**src/rtl/whpc_pkg.sv**
```systemverilog
// ----------------------------------------------------------------------------
// whpc_pkg
// Shared sizes, types and helpers of the window hole pixel counter.
// ----------------------------------------------------------------------------
`default_nettype none

package whpc_pkg;

    localparam int MAX_WIDTH  = 2048;
    localparam int MAX_HEIGHT = 4096;
    localparam int WIN        = 5;
    localparam int HALF_WIN   = WIN / 2;
    localparam int BG_LIMIT   = (WIN * WIN) / 2;

    localparam int PIX_W  = 2;
    localparam int COL_W  = $clog2(MAX_WIDTH);
    localparam int ROW_W  = $clog2(MAX_HEIGHT);
    localparam int FW_W   = 12;
    localparam int FH_W   = 13;
    localparam int HIST_W = (WIN - 1) * PIX_W;
    localparam int BGC_W  = $clog2(WIN * WIN + 1);
    localparam int CNT_W  = 24;

    localparam int REG_IDX_W = 1;
    localparam logic [REG_IDX_W-1:0] REG_FRAME_WIDTH  = 1'b0;
    localparam logic [REG_IDX_W-1:0] REG_FRAME_HEIGHT = 1'b1;

    localparam logic [FW_W-1:0] FRAME_WIDTH_RESET  = FW_W'(1632);
    localparam logic [FH_W-1:0] FRAME_HEIGHT_RESET = FH_W'(215);

    localparam logic [PIX_W-1:0] CLS_BACKGROUND = 2'd0;
    localparam logic [PIX_W-1:0] CLS_MODEL      = 2'd1;

    typedef logic [WIN-1:0][PIX_W-1:0] column_t;
    typedef logic [WIN-1:0][WIN-1:0][PIX_W-1:0] window_t;

    typedef struct packed {
        logic valid;
        logic eval;
        logic last;
    } ctl_t;

    typedef enum logic [2:0] {
        V_NONE,
        V_MODEL,
        V_SUPPORT,
        V_MODEL_HOLE,
        V_SUPPORT_HOLE
    } verdict_t;

    function automatic logic [CNT_W-1:0] sat_inc(input logic [CNT_W-1:0] v, input logic en);
        logic [CNT_W-1:0] r;
        r = v;
        if (en && (v != {CNT_W{1'b1}}))
        begin
            r = v + CNT_W'(1);
        end
        return r;
    endfunction

endpackage

`default_nettype wire

```
**src/rtl/whpc_tally.sv**
```systemverilog
// ----------------------------------------------------------------------------
// whpc_tally
// Saturating frame totals and the result output register.
// ----------------------------------------------------------------------------
`default_nettype none

module whpc_tally (
    input  wire logic                        clk,
    input  wire logic                        rst_n,
    input  wire whpc_pkg::ctl_t              in_ctl,
    input  wire whpc_pkg::verdict_t          verdict,
    input  wire logic                        out_ready,
    output logic                             out_valid,
    output logic [whpc_pkg::CNT_W-1:0]       model_count,
    output logic [whpc_pkg::CNT_W-1:0]       support_count,
    output logic [whpc_pkg::CNT_W-1:0]       model_hole_count,
    output logic [whpc_pkg::CNT_W-1:0]       support_hole_count
);

    logic [whpc_pkg::CNT_W-1:0] model_reg;
    logic [whpc_pkg::CNT_W-1:0] support_reg;
    logic [whpc_pkg::CNT_W-1:0] model_hole_reg;
    logic [whpc_pkg::CNT_W-1:0] support_hole_reg;
    logic [whpc_pkg::CNT_W-1:0] model_next;
    logic [whpc_pkg::CNT_W-1:0] support_next;
    logic [whpc_pkg::CNT_W-1:0] model_hole_next;
    logic [whpc_pkg::CNT_W-1:0] support_hole_next;

    logic                       out_valid_reg;
    logic [whpc_pkg::CNT_W-1:0] out_model_reg;
    logic [whpc_pkg::CNT_W-1:0] out_support_reg;
    logic [whpc_pkg::CNT_W-1:0] out_model_hole_reg;
    logic [whpc_pkg::CNT_W-1:0] out_support_hole_reg;

    logic emit;

    always_comb
    begin
        model_next        = whpc_pkg::sat_inc(model_reg,
                                in_ctl.valid && (verdict == whpc_pkg::V_MODEL));
        support_next      = whpc_pkg::sat_inc(support_reg,
                                in_ctl.valid && (verdict == whpc_pkg::V_SUPPORT));
        model_hole_next   = whpc_pkg::sat_inc(model_hole_reg,
                                in_ctl.valid && (verdict == whpc_pkg::V_MODEL_HOLE));
        support_hole_next = whpc_pkg::sat_inc(support_hole_reg,
                                in_ctl.valid && (verdict == whpc_pkg::V_SUPPORT_HOLE));
        emit = in_ctl.valid && in_ctl.last;
    end

    always_ff @(posedge clk or negedge rst_n)
    begin
        if (!rst_n)
        begin
            model_reg        <= '0;
            support_reg      <= '0;
            model_hole_reg   <= '0;
            support_hole_reg <= '0;
            out_valid_reg    <= 1'b0;
        end
        else
        begin
            if (emit)
            begin
                model_reg        <= '0;
                support_reg      <= '0;
                model_hole_reg   <= '0;
                support_hole_reg <= '0;
            end
            else
            begin
                model_reg        <= model_next;
                support_reg      <= support_next;
                model_hole_reg   <= model_hole_next;
                support_hole_reg <= support_hole_next;
            end

            if (emit)
            begin
                out_valid_reg <= 1'b1;
            end
            else if (out_ready)
            begin
                out_valid_reg <= 1'b0;
            end
        end
    end

    always_ff @(posedge clk)
    begin
        if (emit)
        begin
            out_model_reg        <= model_next;
            out_support_reg      <= support_next;
            out_model_hole_reg   <= model_hole_next;
            out_support_hole_reg <= support_hole_next;
        end
    end

    assign out_valid          = out_valid_reg;
    assign model_count        = out_model_reg;
    assign support_count      = out_support_reg;
    assign model_hole_count   = out_model_hole_reg;
    assign support_hole_count = out_support_hole_reg;

endmodule

`default_nettype wire

```
**config.mk**
```make
export PLATFORM = sky130hd
export DESIGN_NAME = whpc_tally
export DESIGN_NICKNAME = d
export VERILOG_FILES = /design/src/rtl/whpc_pkg.sv /design/src/rtl/whpc_tally.sv
export SDC_FILE = /design/constraint.sdc
export NUM_CORES = 1
export LEC_CHECK = 0
export BUFFER_PORTS_ARGS = -buffer_cell sky130_fd_sc_hd__buf_2
export CORE_MARGIN = 2
export CORE_UTILIZATION = 39
export DETAILED_ROUTE_END_ITERATION = 6
export HOLD_SLACK_MARGIN = 0.02
export MAX_ROUTING_LAYER = met4
export SLEW_MARGIN = 10
export SYNTH_ARGS = -nofsm -noshare
export SYNTH_HDL_FRONTEND = slang
export SYNTH_SLANG_ARGS = --single-unit
```
**constraint.sdc**
```tcl
create_clock -name clk -period 5.1 [get_ports clk]
set_clock_uncertainty 0.05 [all_clocks]
set_input_delay 0.51 -clock clk [delete_from_list [all_inputs] [get_ports clk]]
set_output_delay 0.51 -clock clk [all_outputs]
set_load 0.01 [all_outputs]
```
==> impl_metrics.ini <==
[power]
p_leak_nw = 4.43
switching_power_uw = 691
clock_power_share_pct = 44.0
comb_power_share_pct = 3.9
vdd_drop_max_uv = 200
p_seq_share_pct = 52.1
power.density_mw_per_mm2 = 318
p_sw_share_pct = 21.3
power.internal_mw = 2.55

[yosys]
syn_area_per_cell_sq_um = 12.3
synth_top_area_cell = edfxtp_1
yosys-top-cells-count = dfrtp_1, edfxtp_1, and2_1
synth-simple-area-share_pct = 21.7
yosys_warnings = 0
synth_cell_types = 53
synth_top_family_by_area = simple AND/OR/NAND/NOR gates
synth_xor_area_share_pct = 8.23
synthAdderAreaFrac_pct = 0.574
yosysSeqAreaShare_pct = 60.9
synth_compound_area_share_pct = 4.63
synth-edff-count = 96
yosys-top-cells-area = edfxtp_1, dfrtp_1, xor2_1, and2_1, nand4_1
synth_mux_area_share_pct = 2.65
syn_inst = 709
synth_flop_cell = dfrtp_1
synth_area_sq_mm = 0.00872
synth_top_cell_area_share_pct = 33.1
synth_nets = 722
ys_seq_elements = 193
synth_most_common_cell = dfrtp_1
postSynth.asyncResetShare_pct = 50.3

[hold_path]
hold_class = input pin to asynchronous set/reset pin

[routing]
ant_nets = 0
vias = 5815
drtIter0Drc = 231
drtPass1Iterations = 4
wire_per_inst_um = 16.0
drt-vias-per-instance = 5.24
drc = 0
wl_mm = 17.7

[global_routing]
grt.total_usage_pct = 15.9
antenna_found_initial = 0
grt_pass1_vias = 5650
gr-usage-met3_pct = 3.47
met2_usage_pct = 23.7
grt_first_pass_wirelength_mm = 29.5
grt_max_degree = 100
grt.busiest_layer = met2
gr-usage-met1_pct = 22.0
grt-ovfl-total = 0

[timing]
slew_headroom_pct = 41.0
rsz0062_at_grt = no
timing.fmax_ghz = 0.383
setup_viol = 0
fin_worst_hold_slack_ps = 124
timing.final.crit_share_pct = 51.2
slew_viol_final = 0
finalCriticalPeriod_ps = 2610
hold_viol = 0
timing.setup.tns_ps = 0
max_slew.worst_pin.slew_ps = 886

[placed_design]
dpl_cell_area_sq_mm = 0.00957
gp_congestion = 0.792
hpwlAfterDp_mm = 11.7
io_buffers = 104

[layout]
fillers = 2082
drive_gt1_share_pct = 19.4
area_growth_pct = 16.9
seqCellArea_sq_mm = 0.00531
n_antenna_cell = 0
multi_input_area_sq_mm = 0.00330
final_area_sq_mm = 0.0102
nets = 829

[worst_setup_path]
slowest_delay_ps = 730
required_ps = 5220
crit_chain = ha_1 > nand2_1 > nor4_2 > a21oi_2 > and4_1 > xor2_1
crit_fanout = 8
cp.arrival_ps = 2730
startpoint_type = register
slowest_stage = nor4_2
crit_family = simple AND/OR/NAND/NOR gates
r2r_slack_ps = 2490
cp-end-kind = register
cp_num_buf_inv = 0
crit_type = register to register

[floorplan]
ios = 106
start_util_pct = 39.8
die_h_um = 154
fp.dieArea_sq_mm = 0.0236
coreArea_sq_mm = 0.0219
die_x_um = 154
rows = 54

[cts]
ctsHoldBuffers = 0
htreeDepth = 4
post-cts-setup-buffers = 0
cts_resized = 0
clock_latency_ps = 430
clock_sinks = 193
clk_pin_slew_ps = 70
root_buffer = clkbuf_16
numCtsBuffers = 17
cts.path.max_buffers = 2
cts_tree = done

[outcome]
status = finished, final reports clean

[flow_run]
cap_viol_max_count = 0
## worst paths after layout
check	endpoint	start	cells after the start
max	support_count[11]	support_reg[0]	6
max reg2reg	support_count[11]	support_reg[0]	6
min in group clk	out_valid	out_ready	2
min reg2reg	out_valid	out_valid	2
max in group asynchronous	model_hole_reg[11]	rst_n	2
min	support_reg[4]	rst_n	1
## layout by cell type (no fill, tap or decap), types with 17 or more instances in the layout
cell type	synthesis	routed
edfxtp_1	96	96
buf_2	2	103
a21oi_1	30	30
nand2_1	49	48
nand4_1	40	40
xor2_1	67	67
dfrtp_1	97	97
and4_1	18	18
clkbuf_16	0	17
and2_1	86	86
nand3_1	32	32
## cell families after synthesis
kind of cell / after synthesis
simple gates: 318
flops: 193
xor+xnor: 82
compound gates: 60
buf+inv: 30
mux: 22
fa+ha+maj: 4
## layout make-up
cell class	count	share of cell area [%]
Sequential cell	193	52.1
Multi-Input combinational cell	486	32.4
Timing Repair Buffer	113	5.79
Clock buffer	20	4.38
Tap cell	280	3.44
Clock inverter	12	1.74
Inverter	5	0.209
## power by group through the flow
| stage | combinational [mW] | sequential [mW] | clock [mW] |
|---|---|---|---|
| 4_1_cts | 0.132 | 1.69 | 1.46 |
| 2_1_floorplan | 0.0378 | 1.74 | 0 |
| 3_5_place_dp | 0.132 | 1.72 | 0 |
| 6_report | 0.127 | 1.69 | 1.43 |
| 3_3_place_gp | 0.129 | 1.72 | 0 |
| 5_1_grt | 0.143 | 1.69 | 1.52 |
## routing by layer
| layer | routed length, um | share of wire, % |
|---|---|---|
| met5 | 0 | 0 |
| met4 | 303 | 1.7 |
| met3 | 784 | 4.4 |
| met2 | 8260 | 47 |
| met1 | 8360 | 47 |
## metrics by stage
stage / util [%] / cells / power (mW) / worst slack (ps)
floorplan: - / 709 / 1.78 / 1800
global placement: 43.7 / 1077 / 1.85 / 2420
detailed placement: 43.7 / 1077 / 1.85 / 2440
CTS: 46.6 / 1109 / 3.29 / 2540
global route: 46.6 / 1109 / 3.36 / 2290
finish: 46.6 / 1109 / 3.24 / 2490
(Power assumes the default switching activity.)
