## config.mk

```make
export PLATFORM = sky130hd
export DESIGN_NAME = whpc_classify
export DESIGN_NICKNAME = d
export VERILOG_FILES = /design/src/rtl/whpc_pkg.sv /design/src/rtl/whpc_classify.sv
export SDC_FILE = /design/constraint.sdc
export NUM_CORES = 1
export LEC_CHECK = 0
export ABC_AREA = 1
export BUFFER_PORTS_ARGS = -buffer_cell sky130_fd_sc_hd__buf_2
export CAP_MARGIN = 20
export CORE_ASPECT_RATIO = 0.8
export CORE_UTILIZATION = 43
export DETAILED_ROUTE_END_ITERATION = 7
export MAX_ROUTING_LAYER = met4
export PLACE_DENSITY = 0.75
export SYNTH_ARGS = -nofsm -noshare
export SYNTH_HDL_FRONTEND = slang
export SYNTH_SLANG_ARGS = --single-unit
```

## constraint.sdc

```tcl
create_clock -name clk -period 0.8 [get_ports clk]
set_input_delay 0.16 -clock clk [delete_from_list [all_inputs] [get_ports clk]]
set_output_delay 0.16 -clock clk [all_outputs]
set_load 0.05 [all_outputs]
```

## src/rtl/whpc_pkg.sv

```systemverilog
// ----------------------------------------------------------------------------
// whpc_pkg
// Shared sizes, types and helpers of the window hole pixel counter.
// ----------------------------------------------------------------------------
`default_nettype none

package whpc_pkg;

    localparam int MAX_WIDTH  = 2048;
    localparam int MAX_HEIGHT = 4096;
    localparam int WIN        = 5;
    localparam int HALF_WIN   = WIN / 2;
    localparam int BG_LIMIT   = (WIN * WIN) / 2;

    localparam int PIX_W  = 2;
    localparam int COL_W  = $clog2(MAX_WIDTH);
    localparam int ROW_W  = $clog2(MAX_HEIGHT);
    localparam int FW_W   = 12;
    localparam int FH_W   = 13;
    localparam int HIST_W = (WIN - 1) * PIX_W;
    localparam int BGC_W  = $clog2(WIN * WIN + 1);
    localparam int CNT_W  = 24;

    localparam int REG_IDX_W = 1;
    localparam logic [REG_IDX_W-1:0] REG_FRAME_WIDTH  = 1'b0;
    localparam logic [REG_IDX_W-1:0] REG_FRAME_HEIGHT = 1'b1;

    localparam logic [FW_W-1:0] FRAME_WIDTH_RESET  = FW_W'(1632);
    localparam logic [FH_W-1:0] FRAME_HEIGHT_RESET = FH_W'(215);

    localparam logic [PIX_W-1:0] CLS_BACKGROUND = 2'd0;
    localparam logic [PIX_W-1:0] CLS_MODEL      = 2'd1;

    typedef logic [WIN-1:0][PIX_W-1:0] column_t;
    typedef logic [WIN-1:0][WIN-1:0][PIX_W-1:0] window_t;

    typedef struct packed {
        logic valid;
        logic eval;
        logic last;
    } ctl_t;

    typedef enum logic [2:0] {
        V_NONE,
        V_MODEL,
        V_SUPPORT,
        V_MODEL_HOLE,
        V_SUPPORT_HOLE
    } verdict_t;

    function automatic logic [CNT_W-1:0] sat_inc(input logic [CNT_W-1:0] v, input logic en);
        logic [CNT_W-1:0] r;
        r = v;
        if (en && (v != {CNT_W{1'b1}}))
        begin
            r = v + CNT_W'(1);
        end
        return r;
    endfunction

endpackage

`default_nettype wire

```

## src/rtl/whpc_classify.sv

```systemverilog
// ----------------------------------------------------------------------------
// whpc_classify
// Tallies one window and registers the verdict for its centre pixel.
// ----------------------------------------------------------------------------
`default_nettype none

module whpc_classify (
    input  wire logic               clk,
    input  wire logic               rst_n,
    input  wire whpc_pkg::ctl_t     in_ctl,
    input  wire whpc_pkg::window_t  window,
    output whpc_pkg::ctl_t          out_ctl,
    output whpc_pkg::verdict_t      verdict
);

    whpc_pkg::ctl_t     ctl_reg;
    whpc_pkg::verdict_t verdict_reg;
    whpc_pkg::verdict_t verdict_next;

    logic [whpc_pkg::BGC_W-1:0] bg_cnt;
    logic                       has_model;
    logic                       has_support;
    logic [whpc_pkg::PIX_W-1:0] centre;

    always_comb
    begin
        bg_cnt      = '0;
        has_model   = 1'b0;
        has_support = 1'b0;
        for (int dx = 0; dx < whpc_pkg::WIN; dx++)
        begin
            for (int dy = 0; dy < whpc_pkg::WIN; dy++)
            begin
                bg_cnt = bg_cnt
                         + whpc_pkg::BGC_W'(window[dx][dy] == whpc_pkg::CLS_BACKGROUND);
                has_model   = has_model | (window[dx][dy] == whpc_pkg::CLS_MODEL);
                has_support = has_support | window[dx][dy][1];
            end
        end
        centre = window[whpc_pkg::HALF_WIN][whpc_pkg::HALF_WIN];

        verdict_next = whpc_pkg::V_NONE;
        if (in_ctl.eval)
        begin
            if (centre == whpc_pkg::CLS_MODEL)
            begin
                verdict_next = whpc_pkg::V_MODEL;
            end
            else if (centre[1])
            begin
                verdict_next = whpc_pkg::V_SUPPORT;
            end
            else if (bg_cnt < whpc_pkg::BGC_W'(whpc_pkg::BG_LIMIT))
            begin
                if (has_model && !has_support)
                begin
                    verdict_next = whpc_pkg::V_MODEL_HOLE;
                end
                else if (has_support && !has_model)
                begin
                    verdict_next = whpc_pkg::V_SUPPORT_HOLE;
                end
            end
        end
    end

    always_ff @(posedge clk or negedge rst_n)
    begin
        if (!rst_n)
        begin
            ctl_reg <= '0;
        end
        else
        begin
            ctl_reg <= in_ctl;
        end
    end

    always_ff @(posedge clk)
    begin
        if (in_ctl.valid)
        begin
            verdict_reg <= verdict_next;
        end
    end

    assign out_ctl = ctl_reg;
    assign verdict = verdict_reg;

endmodule

`default_nettype wire

```

==> results <==
- The number of warnings reported in the yosys synthesis log is 0.
- The total I/O pin count is 61.
- The count of vias placed by the detailed router is 1328.
- The min-delay analysis places its worst path in the category in -> reg.
- After synthesis, the cell types taking the most area are sky130_fd_sc_hd__fa_1, sky130_fd_sc_hd__nand2_1, sky130_fd_sc_hd__inv_1.
- The peak fanout along the critical path is 2.
- The max capacitance violation total is 0.
- Summing the areas of all xor and xnor instances in the mapped netlist gives 0% of the synthesized area.
- The category of the worst setup path capture point is a flip-flop.
- The number of hold violations in the final report is 0.
- The congestion estimate from routability-driven global placement came to 0.8809.
- The part of the total power dissipated in sequential elements is 13.1%.
- The number of nets with antenna violations after detailed routing is 0.
- The total power density per cell area is 1481 nW/µm².
- In this design, the stage delay of the slowest critical-path cell is 0.49 ns.
- The count of buffers added on input and output ports is 60.
- In this run the post-CTS setup repair buffer count came out at 0.
- Cells with a size suffix above 1 make up 39.47% of the layout.
- The final reports fail on setup timing.
- The net count after synthesis is 257.
- After the first detailed-routing iteration, the DRC count stood at 34.
- Setup repair after global routing could not meet its margin everywhere.
- The final standard cell count with taps included and fillers excluded is 302.
- The post-synthesis async set-or-reset flop share is 50.00%.
- The flow ran to the end, but the final reports show violations.
- The number of max-slew violations in the final report is 0.
- The count of unresolved DRC violations after routing is 0.
- A synthesized cell averages 6.659 µm².
- The net switching power is 1274 µW.
- The HPWL reported at the end of detailed placement is 2892 µm.
- The largest family of logic cells by synthesized area is simple AND/OR/NAND/NOR gates.
- The number of enable flip-flop cells after synthesis is 3.
- Cells fill 71.36% of the core in the end.
- After synthesis, the most frequently instantiated cells are sky130_fd_sc_hd__nand2_1, sky130_fd_sc_hd__inv_1, sky130_fd_sc_hd__nor2_1.
- The number of H-tree branching levels is 1.
- The number of clock sinks is 6.
- In the post-synthesis netlist, the cell with the most instances is sky130_fd_sc_hd__nand2_1.
- The standard cell with the maximum stage delay on the critical path is sky130_fd_sc_hd__fa_1.
- After Yosys synthesis, and, or, nand and nor cells account for 38.41% of the synthesized area.
- The number of nets at the end of the flow is 344.
- The remaining global-route overflow is 0.
- The time the final worst path needs with I/O delays and setup is 3.939 ns.
- The data arrival time of the critical path is 3.96 ns.
- The area fraction in compound gates after synthesis is 1.044%.
- Counting stages on the worst path, the most repeated cell is sky130_fd_sc_hd__fa_1.
- Sequential elements use 13.78% of the synthesized area.
- Across the VDD grid, the largest voltage drop is 1030 µV.
- The row count is 16.
- The die covers 3004 µm².
- The power share of the combinational group is 74.7%.
- The dominant synthesized flop cell is sky130_fd_sc_hd__edfxtp_1.
- In this run, CTS created clock tree buffers numbering 3.
- Based on the critical path, the design can be clocked at up to 253.8 MHz.
- The number of inserted diodes is 0.
- Global routing consumed, over all layers together, 26.34% of the routing resources.
- The longest clock path from root to sink contains 2 buffers.
- In this run, synthesis produced a sequential element count of 6.
- Counting both buffers and inverters, the worst setup path holds a total of 4.
- TritonCTS built the clock tree.
- Setup violations remaining at the end of the flow were counted as 9.
- The clock-pin slew of the registers on the worst-case setup and hold paths is 0.06 ns.
- The cell type with the highest aggregate area in the netlist is sky130_fd_sc_hd__fa_1.
- The cell area after synthesis is 1199 µm².
- The total stage count of the critical path is 21.
- The initial antenna violation count is 0.
- The kind of cell adding the most delay to the critical path is adder cells.
- The number of global-route vias before repair is 1311.
- The clock power share is 12.2%.
- In this run, distinct cell masters in the synthesized netlist total 17.
- In this run the tightest slew margin relative to its limit is 83.22%.
- Traced cell by cell, the critical path runs through buf_6, or2_4, fa_1, fa_1, inv_1, fa_1, inv_2, fa_1, fa_1, inv_1, ha_1, nand2_1, nand2_1, nand2_2, nand2_2, nand2_2, nand3_2, nand2_2, nor2_2, nor2_1, nor2_1.
- Compared with the post-synthesis result, the final layout area differs by 51.36%.
- The top-area cell type share of the netlist area is 26.72%.
- Once placement completed, the tool counted placed cells totaling 296.
- The switching portion of total power is 47.41%.
- The cell sitting at the root of the clock tree is a sky130_fd_sc_hd__clkbuf_4.
- The number of iterations in the first detailed-routing pass is 4.
- The die is 49.23 µm tall.
- The die width is 61.03 µm.
- The detailed-route wire length per cell is 11.17 µm.
- The area inside the core boundary is 2542 µm².
- The effective utilization at floorplan is 47.15%.
- Wires add up to 3372 µm.
- The via density per instance is 4.397.
- The type of origin of the critical path is an input port.
- For this design the static power due to leakage is 0.001103 µW.
- After Yosys synthesis, full adders, half adders and majority gates account for 32.99% of the synthesized area.
- The internal power consumption is 1413 µW.
- For the worst setup path, the data required time is 0.82 ns.
- The cell count after synthesis came out at 180.
- The critical path class is in -> reg.
- The transition time of the tightest slew-check pin is 0.2507 ns.
- The multiplexer fraction of the synthesized cell area is 0%.
- The global-route wire length before repair is 5471 µm.
- Dividing the final minimum period by the clock period gives 492.4%.
- Across all setup checks in the final design, the least slack found is -3.139 ns.
- Entering global routing, the biggest net connects 5 pins.
- Counting instances, the worst hold path has a depth of 1.
## area by class of cell
| type | count | area (µm²) |
|---|---|---|
| multi-input combinational | 130 | 892.1 |
| fill | 238 | 728.2 |
| timing repair buffer | 82 | 520.5 |
| sequential | 6 | 165.2 |
| inverter | 44 | 165.2 |
| tap | 36 | 45.04 |
| clock buffer | 4 | 26.28 |
## power by group through the flow
stage	clock network (µW)	logic, µW	registers [µW]
2_1_floorplan	0	1170	420
3_3_place_gp	0	1680	352
3_5_place_dp	0	1760	353
4_1_cts	339	1800	352
5_1_grt	368	2300	354
6_report	328	2010	353
## placed cells by master (no fill, tap or decap), types with 3 or more instances in the layout
| cell type | synthesis | final |
|---|---|---|
| sky130_fd_sc_hd__buf_2 | 0 | 52 |
| sky130_fd_sc_hd__buf_4 | 0 | 20 |
| sky130_fd_sc_hd__buf_6 | 0 | 8 |
| sky130_fd_sc_hd__clkbuf_4 | 0 | 3 |
| sky130_fd_sc_hd__dfrtp_1 | 3 | 3 |
| sky130_fd_sc_hd__edfxtp_1 | 3 | 3 |
| sky130_fd_sc_hd__fa_1 | 16 | 16 |
| sky130_fd_sc_hd__ha_1 | 6 | 6 |
| sky130_fd_sc_hd__inv_1 | 43 | 42 |
| sky130_fd_sc_hd__nand2_1 | 53 | 50 |
| sky130_fd_sc_hd__nand2_2 | 1 | 4 |
| sky130_fd_sc_hd__nand4_1 | 5 | 5 |
| sky130_fd_sc_hd__nor2_1 | 28 | 28 |
| sky130_fd_sc_hd__nor2_2 | 3 | 3 |
| sky130_fd_sc_hd__or2_2 | 10 | 7 |
| sky130_fd_sc_hd__or2_4 | 0 | 3 |
## final timing paths
path,startpoint,to,slack [ns]
setup / recovery,window[43],verdict[0],-3.14
hold / removal,in_ctl[1],out_ctl[1],0.05
max in group asynchronous,rst_n,out_ctl[0],0.42
min in group asynchronous,rst_n,out_ctl[2],0.25
## what timing repair did
| action | CTS | global route |
|---|---|---|
| hold buffers | 1 | 1 |
| setup endpoints to repair | 9 | 9 |
| pin swaps | 2 | 0 |
| resized for setup | 13 | 7 |
| endpoints found under the hold margin | 3 | 1 |
## cells by family after synthesis
group / after synthesis
AO/OA/AOI/OAI: 2
adder cells (fa/ha/maj): 22
AND/OR/NAND/NOR: 106
flip-flops: 6
buffers and inverters: 44
## metal layers
layer  vias up  global-route usage, %  part of all wire (%)
li1        699                      -                     -
met1       576                  34.12                    45
met2        43                  41.67                    48
met3        10                  3.714                   4.2
met4         0                  9.091                   2.5
met5         -                      -                     0
## per-stage QoR
step	hold WS [ns]	cell area, µm²	worst slack, ns	TNS (ns)	power (µW)
6_report	0.05330	1814	-3.139	-10.28	2686
5_1_grt	0.04589	1814	-3.317	-11.01	3019
4_1_cts	0.003060	1782	-3.102	-10.22	2494
3_5_place_dp	-0.03566	1702	-3.427	-10.24	2108
3_3_place_gp	-0.04007	1702	-3.354	-9.995	2034
2_1_floorplan	-0.1356	1206	-3.162	-9.390	1593
Note: power is estimated with default switching activity, not from simulation.
