### src/rtl/whpc_pkg.sv
// ----------------------------------------------------------------------------
// whpc_pkg
// Shared sizes, types and helpers of the window hole pixel counter.
// ----------------------------------------------------------------------------
`default_nettype none

package whpc_pkg;

    localparam int MAX_WIDTH  = 2048;
    localparam int MAX_HEIGHT = 4096;
    localparam int WIN        = 5;
    localparam int HALF_WIN   = WIN / 2;
    localparam int BG_LIMIT   = (WIN * WIN) / 2;

    localparam int PIX_W  = 2;
    localparam int COL_W  = $clog2(MAX_WIDTH);
    localparam int ROW_W  = $clog2(MAX_HEIGHT);
    localparam int FW_W   = 12;
    localparam int FH_W   = 13;
    localparam int HIST_W = (WIN - 1) * PIX_W;
    localparam int BGC_W  = $clog2(WIN * WIN + 1);
    localparam int CNT_W  = 24;

    localparam int REG_IDX_W = 1;
    localparam logic [REG_IDX_W-1:0] REG_FRAME_WIDTH  = 1'b0;
    localparam logic [REG_IDX_W-1:0] REG_FRAME_HEIGHT = 1'b1;

    localparam logic [FW_W-1:0] FRAME_WIDTH_RESET  = FW_W'(1632);
    localparam logic [FH_W-1:0] FRAME_HEIGHT_RESET = FH_W'(215);

    localparam logic [PIX_W-1:0] CLS_BACKGROUND = 2'd0;
    localparam logic [PIX_W-1:0] CLS_MODEL      = 2'd1;

    typedef logic [WIN-1:0][PIX_W-1:0] column_t;
    typedef logic [WIN-1:0][WIN-1:0][PIX_W-1:0] window_t;

    typedef struct packed {
        logic valid;
        logic eval;
        logic last;
    } ctl_t;

    typedef enum logic [2:0] {
        V_NONE,
        V_MODEL,
        V_SUPPORT,
        V_MODEL_HOLE,
        V_SUPPORT_HOLE
    } verdict_t;

    function automatic logic [CNT_W-1:0] sat_inc(input logic [CNT_W-1:0] v, input logic en);
        logic [CNT_W-1:0] r;
        r = v;
        if (en && (v != {CNT_W{1'b1}}))
        begin
            r = v + CNT_W'(1);
        end
        return r;
    endfunction

endpackage

`default_nettype wire

### src/rtl/whpc_window.sv
// ----------------------------------------------------------------------------
// whpc_window
// Raster position, column history read-modify-write and the 5x5 window.
// ----------------------------------------------------------------------------
`default_nettype none

module whpc_window (
    input  wire logic                        clk,
    input  wire logic                        rst_n,
    input  wire logic                        accept,
    input  wire logic [whpc_pkg::PIX_W-1:0]  pixel,
    input  wire logic [whpc_pkg::FW_W-1:0]   frame_width,
    input  wire logic [whpc_pkg::FH_W-1:0]   frame_height,
    output logic                             pos_last,
    output logic                             ram_re,
    output logic [whpc_pkg::COL_W-1:0]       ram_raddr,
    input  wire logic [whpc_pkg::HIST_W-1:0] ram_rdata,
    output logic                             ram_we,
    output logic [whpc_pkg::COL_W-1:0]       ram_waddr,
    output logic [whpc_pkg::HIST_W-1:0]      ram_wdata,
    output whpc_pkg::ctl_t                   stage1_ctl,
    output whpc_pkg::ctl_t                   win_ctl,
    output whpc_pkg::window_t                window
);

    logic [whpc_pkg::COL_W-1:0] col_reg;
    logic [whpc_pkg::COL_W-1:0] col_next;
    logic [whpc_pkg::ROW_W-1:0] row_reg;
    logic [whpc_pkg::ROW_W-1:0] row_next;

    whpc_pkg::ctl_t             s1_ctl_reg;
    whpc_pkg::ctl_t             s1_ctl_next;
    logic [whpc_pkg::PIX_W-1:0] s1_pixel_reg;
    logic [whpc_pkg::COL_W-1:0] s1_col_reg;

    whpc_pkg::ctl_t    win_ctl_reg;
    whpc_pkg::window_t win_reg;
    whpc_pkg::window_t win_next;
    whpc_pkg::column_t col_new;

    logic [whpc_pkg::FW_W-1:0] w_eff;
    logic [whpc_pkg::FH_W-1:0] h_eff;
    logic                      row_end;
    logic                      frame_end;

    // clamp sizes and step the raster position
    always_comb
    begin
        if (frame_width < whpc_pkg::FW_W'(whpc_pkg::WIN))
        begin
            w_eff = whpc_pkg::FW_W'(whpc_pkg::WIN);
        end
        else if (frame_width > whpc_pkg::FW_W'(whpc_pkg::MAX_WIDTH))
        begin
            w_eff = whpc_pkg::FW_W'(whpc_pkg::MAX_WIDTH);
        end
        else
        begin
            w_eff = frame_width;
        end

        if (frame_height < whpc_pkg::FH_W'(whpc_pkg::WIN))
        begin
            h_eff = whpc_pkg::FH_W'(whpc_pkg::WIN);
        end
        else if (frame_height > whpc_pkg::FH_W'(whpc_pkg::MAX_HEIGHT))
        begin
            h_eff = whpc_pkg::FH_W'(whpc_pkg::MAX_HEIGHT);
        end
        else
        begin
            h_eff = frame_height;
        end

        row_end   = (({1'b0, col_reg} + (whpc_pkg::COL_W + 1)'(1)) >= w_eff);
        frame_end = row_end
                    && (({1'b0, row_reg} + (whpc_pkg::ROW_W + 1)'(1)) >= h_eff);
        pos_last  = frame_end;

        if (row_end)
        begin
            col_next = '0;
            row_next = frame_end ? '0 : row_reg + whpc_pkg::ROW_W'(1);
        end
        else
        begin
            col_next = col_reg + whpc_pkg::COL_W'(1);
            row_next = row_reg;
        end

        s1_ctl_next.valid = accept;
        s1_ctl_next.eval  = (row_reg >= whpc_pkg::ROW_W'(whpc_pkg::WIN - 1))
                            && (col_reg >= whpc_pkg::COL_W'(whpc_pkg::WIN - 1));
        s1_ctl_next.last  = frame_end;
    end

    // new column, oldest row first
    always_comb
    begin
        for (int k = 0; k < whpc_pkg::WIN - 1; k++)
        begin
            col_new[k] = ram_rdata[(whpc_pkg::WIN - 2 - k) * whpc_pkg::PIX_W +: whpc_pkg::PIX_W];
        end
        col_new[whpc_pkg::WIN-1] = s1_pixel_reg;

        for (int dx = 0; dx < whpc_pkg::WIN - 1; dx++)
        begin
            win_next[dx] = win_reg[dx+1];
        end
        win_next[whpc_pkg::WIN-1] = col_new;
    end

    assign ram_re    = accept;
    assign ram_raddr = col_reg;
    assign ram_we    = s1_ctl_reg.valid;
    assign ram_waddr = s1_col_reg;
    assign ram_wdata = {ram_rdata[whpc_pkg::HIST_W-whpc_pkg::PIX_W-1:0], s1_pixel_reg};

    always_ff @(posedge clk or negedge rst_n)
    begin
        if (!rst_n)
        begin
            col_reg     <= '0;
            row_reg     <= '0;
            s1_ctl_reg  <= '0;
            win_ctl_reg <= '0;
        end
        else
        begin
            if (accept)
            begin
                col_reg <= col_next;
                row_reg <= row_next;
            end
            s1_ctl_reg  <= accept ? s1_ctl_next : '0;
            win_ctl_reg <= s1_ctl_reg;
        end
    end

    always_ff @(posedge clk)
    begin
        if (accept)
        begin
            s1_pixel_reg <= pixel;
            s1_col_reg   <= col_reg;
        end
        if (s1_ctl_reg.valid)
        begin
            win_reg <= win_next;
        end
    end

    assign stage1_ctl = s1_ctl_reg;
    assign win_ctl    = win_ctl_reg;
    assign window     = win_reg;

endmodule

`default_nettype wire

### config.mk
export PLATFORM = sky130hd
export DESIGN_NAME = whpc_window
export DESIGN_NICKNAME = d
export VERILOG_FILES = /design/src/rtl/whpc_pkg.sv /design/src/rtl/whpc_window.sv
export SDC_FILE = /design/constraint.sdc
export NUM_CORES = 1
export LEC_CHECK = 0
export BUFFER_PORTS_ARGS = -buffer_cell sky130_fd_sc_hd__buf_2
export CAP_MARGIN = 20
export CORE_AREA = 2 2 105 82
export DETAILED_ROUTE_END_ITERATION = 10
export DIE_AREA = 0 0 107 84
export PLACE_DENSITY = 0.83
export SLEW_MARGIN = 0
export SYNTH_ARGS = -nofsm -noshare
export SYNTH_HDL_FRONTEND = slang
export SYNTH_SLANG_ARGS = --single-unit
### constraint.sdc
create_clock -name clk -period 4.2 [get_ports clk]
set_input_delay 0.42 -clock clk [delete_from_list [all_inputs] [get_ports clk]]
set_output_delay 0.42 -clock clk [all_outputs]
set_load 0.02 [all_outputs]
==> results.py <==
metrics = {
    "status": {
        "outcome": "finished clean",
    },
    "global_routing": {
        "track_usage": 0.1994,
        "grt_pass1_vias": 2866,
        "grt_pass1_wl_mm": 13.94,
        "grt_overflow": 0,
        "antenna_found_initial": 0,
        "grt_max_degree": 32,
    },
    "floorplanning": {
        "boundaryPins": 127,
        "dieArea_um2": 8988,
        "fp.dieH_um": 84,
        "die_w_um": 107,
        "rows": 29,
        "start_util": 0.5339,
        "fp.coreArea_um2": 8092,
    },
    "cells_and_area": {
        "drive_gt1_frac": 0.3489,
        "largest_register_ffs": 50,
        "diodes": 0,
        "layout_common_cells": "buf_2, edfxtp_1, nand2_1",
        "syn2layout_area_growth_pct": 20.16,
        "mostFrequentLayoutCell": "buf_2",
        "num-nets-final": 532,
    },
    "sta": {
        "worstMarginPinSlew_ns": 0.6438,
        "setup_viol": 0,
        "timing.hold.ws_ns": 0.09115,
        "worst_clock_skew_ns": 0.01115,
        "finalSetupTns_ns": 0,
        "rsz0062_at_grt": "false",
        "slew_violations": 0,
        "fmax_ghz": 0.2807,
        "min_period_ns": 3.563,
        "slew_headroom": 0.5652,
        "period_share": 0.8482,
        "hold_viol": 0,
    },
    "routing": {
        "avgViaCountPerCell": 5.325,
        "wl_mm": 8.866,
        "drc": 0,
        "dr.pass1.iters": 4,
        "dr_total_vias": 3078,
        "drtIter0Drc": 176,
        "ant_nets": 0,
        "wl_per_cell_um": 15.34,
    },
    "setup_path": {
        "slowest_stage": "dfrtp_1",
        "endpoint_kind": "output port",
        "crit_fanout": 11,
        "required_ns": 3.78,
        "max_stage_delay_ns": 0.59,
        "crit_path_cell_trace": "and3_1 > nand3_1 > xnor2_1 > ha_1 > a21oi_1 > o21ai_0 > nor2b_1 > a211oi_2 > nor2_1 > buf_2",
        "critPathLaunchType": "flip-flop",
        "crit_type": "flip-flop to output port",
        "worstPathArrival_ns": 3.14,
    },
    "power_and_ir_drop": {
        "total_power_mw": 2.423,
        "vdd_drop_max_mv": 0.2469,
        "p_leak_nw": 2.301,
        "p_per_area_nw_per_um2": 466.8,
    },
    "synthesis": {
        "netlist_area_um2": 4320,
        "synthFlopType": "edfxtp_1",
        "synth_edf_count": 63,
        "synthCells": 341,
        "postSynth.asyncResetShare": 0.3152,
        "synth.yosys.seq_area_share": 0.6058,
        "syn_area_per_cell_um2": 12.67,
        "synth.distinct_cells": 50,
        "synth_warnings": 0,
        "synth_nets": 408,
        "synth-seq-cells": 92,
    },
    "cts": {
        "cts_tree": "done",
        "cts_max_path_buffers": 2,
        "cts_sinks": 92,
        "cts_max_level": 3,
        "cts_hold_buf": 0,
        "root_buffer": "clkbuf_8",
        "cts_setup_buffers": 0,
        "clk_pin_slew_ns": 0.08,
        "cts_resized": 0,
        "worstSkewPairLatency_ns": 0.35,
        "cts_buffers": 9,
    },
    "place": {
        "place_congestion": 0.8293,
        "portBuffers": 126,
        "dp_hpwl_mm": 6.766,
    },
    "hold_path": {
        "hold_path.class": "input port to asynchronous set/reset pin",
    },
    "flow_run": {
        "cap_viol_max_count": 0,
    },
}
==> worst max-delay path: cells and delay by family, from the launching register on <==
family                   cells  cell delay [ns]
AND/OR/NAND/NOR              4             0.68
AO/OA/AOI/OAI                3             0.72
flip-flops                   1             0.59
buffers and inverters        1             0.18
XOR/XNOR                     1             0.32
adder cells (fa/ha/maj)      1             0.31
==> worst paths after layout <==
check                      cells after the start            to           from  slack, ns
min                                            1  ram_raddr[1]          rst_n       0.09
max in group asynchronous                      1        ram_we          rst_n       3.64
max                                           10      pos_last   ram_raddr[2]       0.64
max reg2reg                                   12    row_reg[5]   ram_raddr[4]       0.98
min in group clk                               1    window[41]   ram_rdata[7]       0.24
min reg2reg                                    0    win_ctl[1]  stage1_ctl[1]       0.39
==> report_power, final <==
part / internal (mW) / switching [mW] / total, mW
clock network: 0.282 / 0.307 / 0.589
logic: 0.239 / 0.389 / 0.629
registers: 1.09 / 0.118 / 1.21
total: 1.61 / 0.815 / 2.42
==> through the flow <==
stage                 util  setup slack [ns]  cells  instance area (µm²)
floorplan                -             1.071    341                 4320
global placement    0.6168            0.7823    562                 4991
detailed placement  0.6168            0.6708    562                 4991
CTS                 0.6416            0.6056    578                 5191
global route        0.6416            0.2872    578                 5191
finish              0.6416            0.6374    578                 5191
==> synthesized netlist by cell type, types with 2 or more instances <==
cell	count	area share
nor2_1	21	0.018
o2bb2ai_1	4	0.0081
and3_1	4	0.0058
xnor2_1	13	0.026
o21ai_2	2	0.0041
xor2_1	5	0.010
nor4_1	7	0.010
nor2b_1	3	0.0043
dfrtp_1	29	0.17
nand2_1	43	0.037
inv_1	14	0.012
nand3_1	12	0.014
o21ai_1	4	0.0046
o21ai_0	8	0.0093
edfxtp_1	63	0.44
nand3_2	2	0.0046
buf_4	8	0.014
buf_2	2	0.0023
o21bai_1	3	0.0052
o211ai_1	2	0.0035
ha_1	29	0.084
a21oi_1	13	0.015
nand2b_1	5	0.0072
nor3_1	5	0.0058
a221o_1	2	0.0046
a22o_1	4	0.0081
nand4_1	5	0.0072
a22o_2	6	0.014
a211oi_1	2	0.0035
==> cells by family after synthesis <==
group                    synth area share
XOR/XNOR                          0.03649
buffers and inverters             0.03707
adder cells (fa/ha/maj)           0.08399
AO/OA/AOI/OAI                      0.1066
multiplexers                     0.004923
flip-flops                         0.6058
AND/OR/NAND/NOR                    0.1251
==> per-layer routing <==
metal  wire length, µm  track usage  vias up
met5                 0            0        -
met4               116      0.06966        0
met3               512      0.06089       10
met2              4330       0.3225      110
met1              3906       0.2554     1458
li1                  -            -     1500
==> final cells by class <==
| cell class | count | area [µm²] |
|---|---|---|
| sequential | 92 | 2619 |
| clock buffer | 10 | 127.6 |
| inverter | 15 | 56.30 |
| clock inverter | 6 | 72.57 |
| tap | 108 | 135.1 |
| timing repair buffer | 127 | 638.1 |
| fill | 603 | 2900 |
| multi-input combinational | 220 | 1543 |
(Power assumes the default switching activity.)
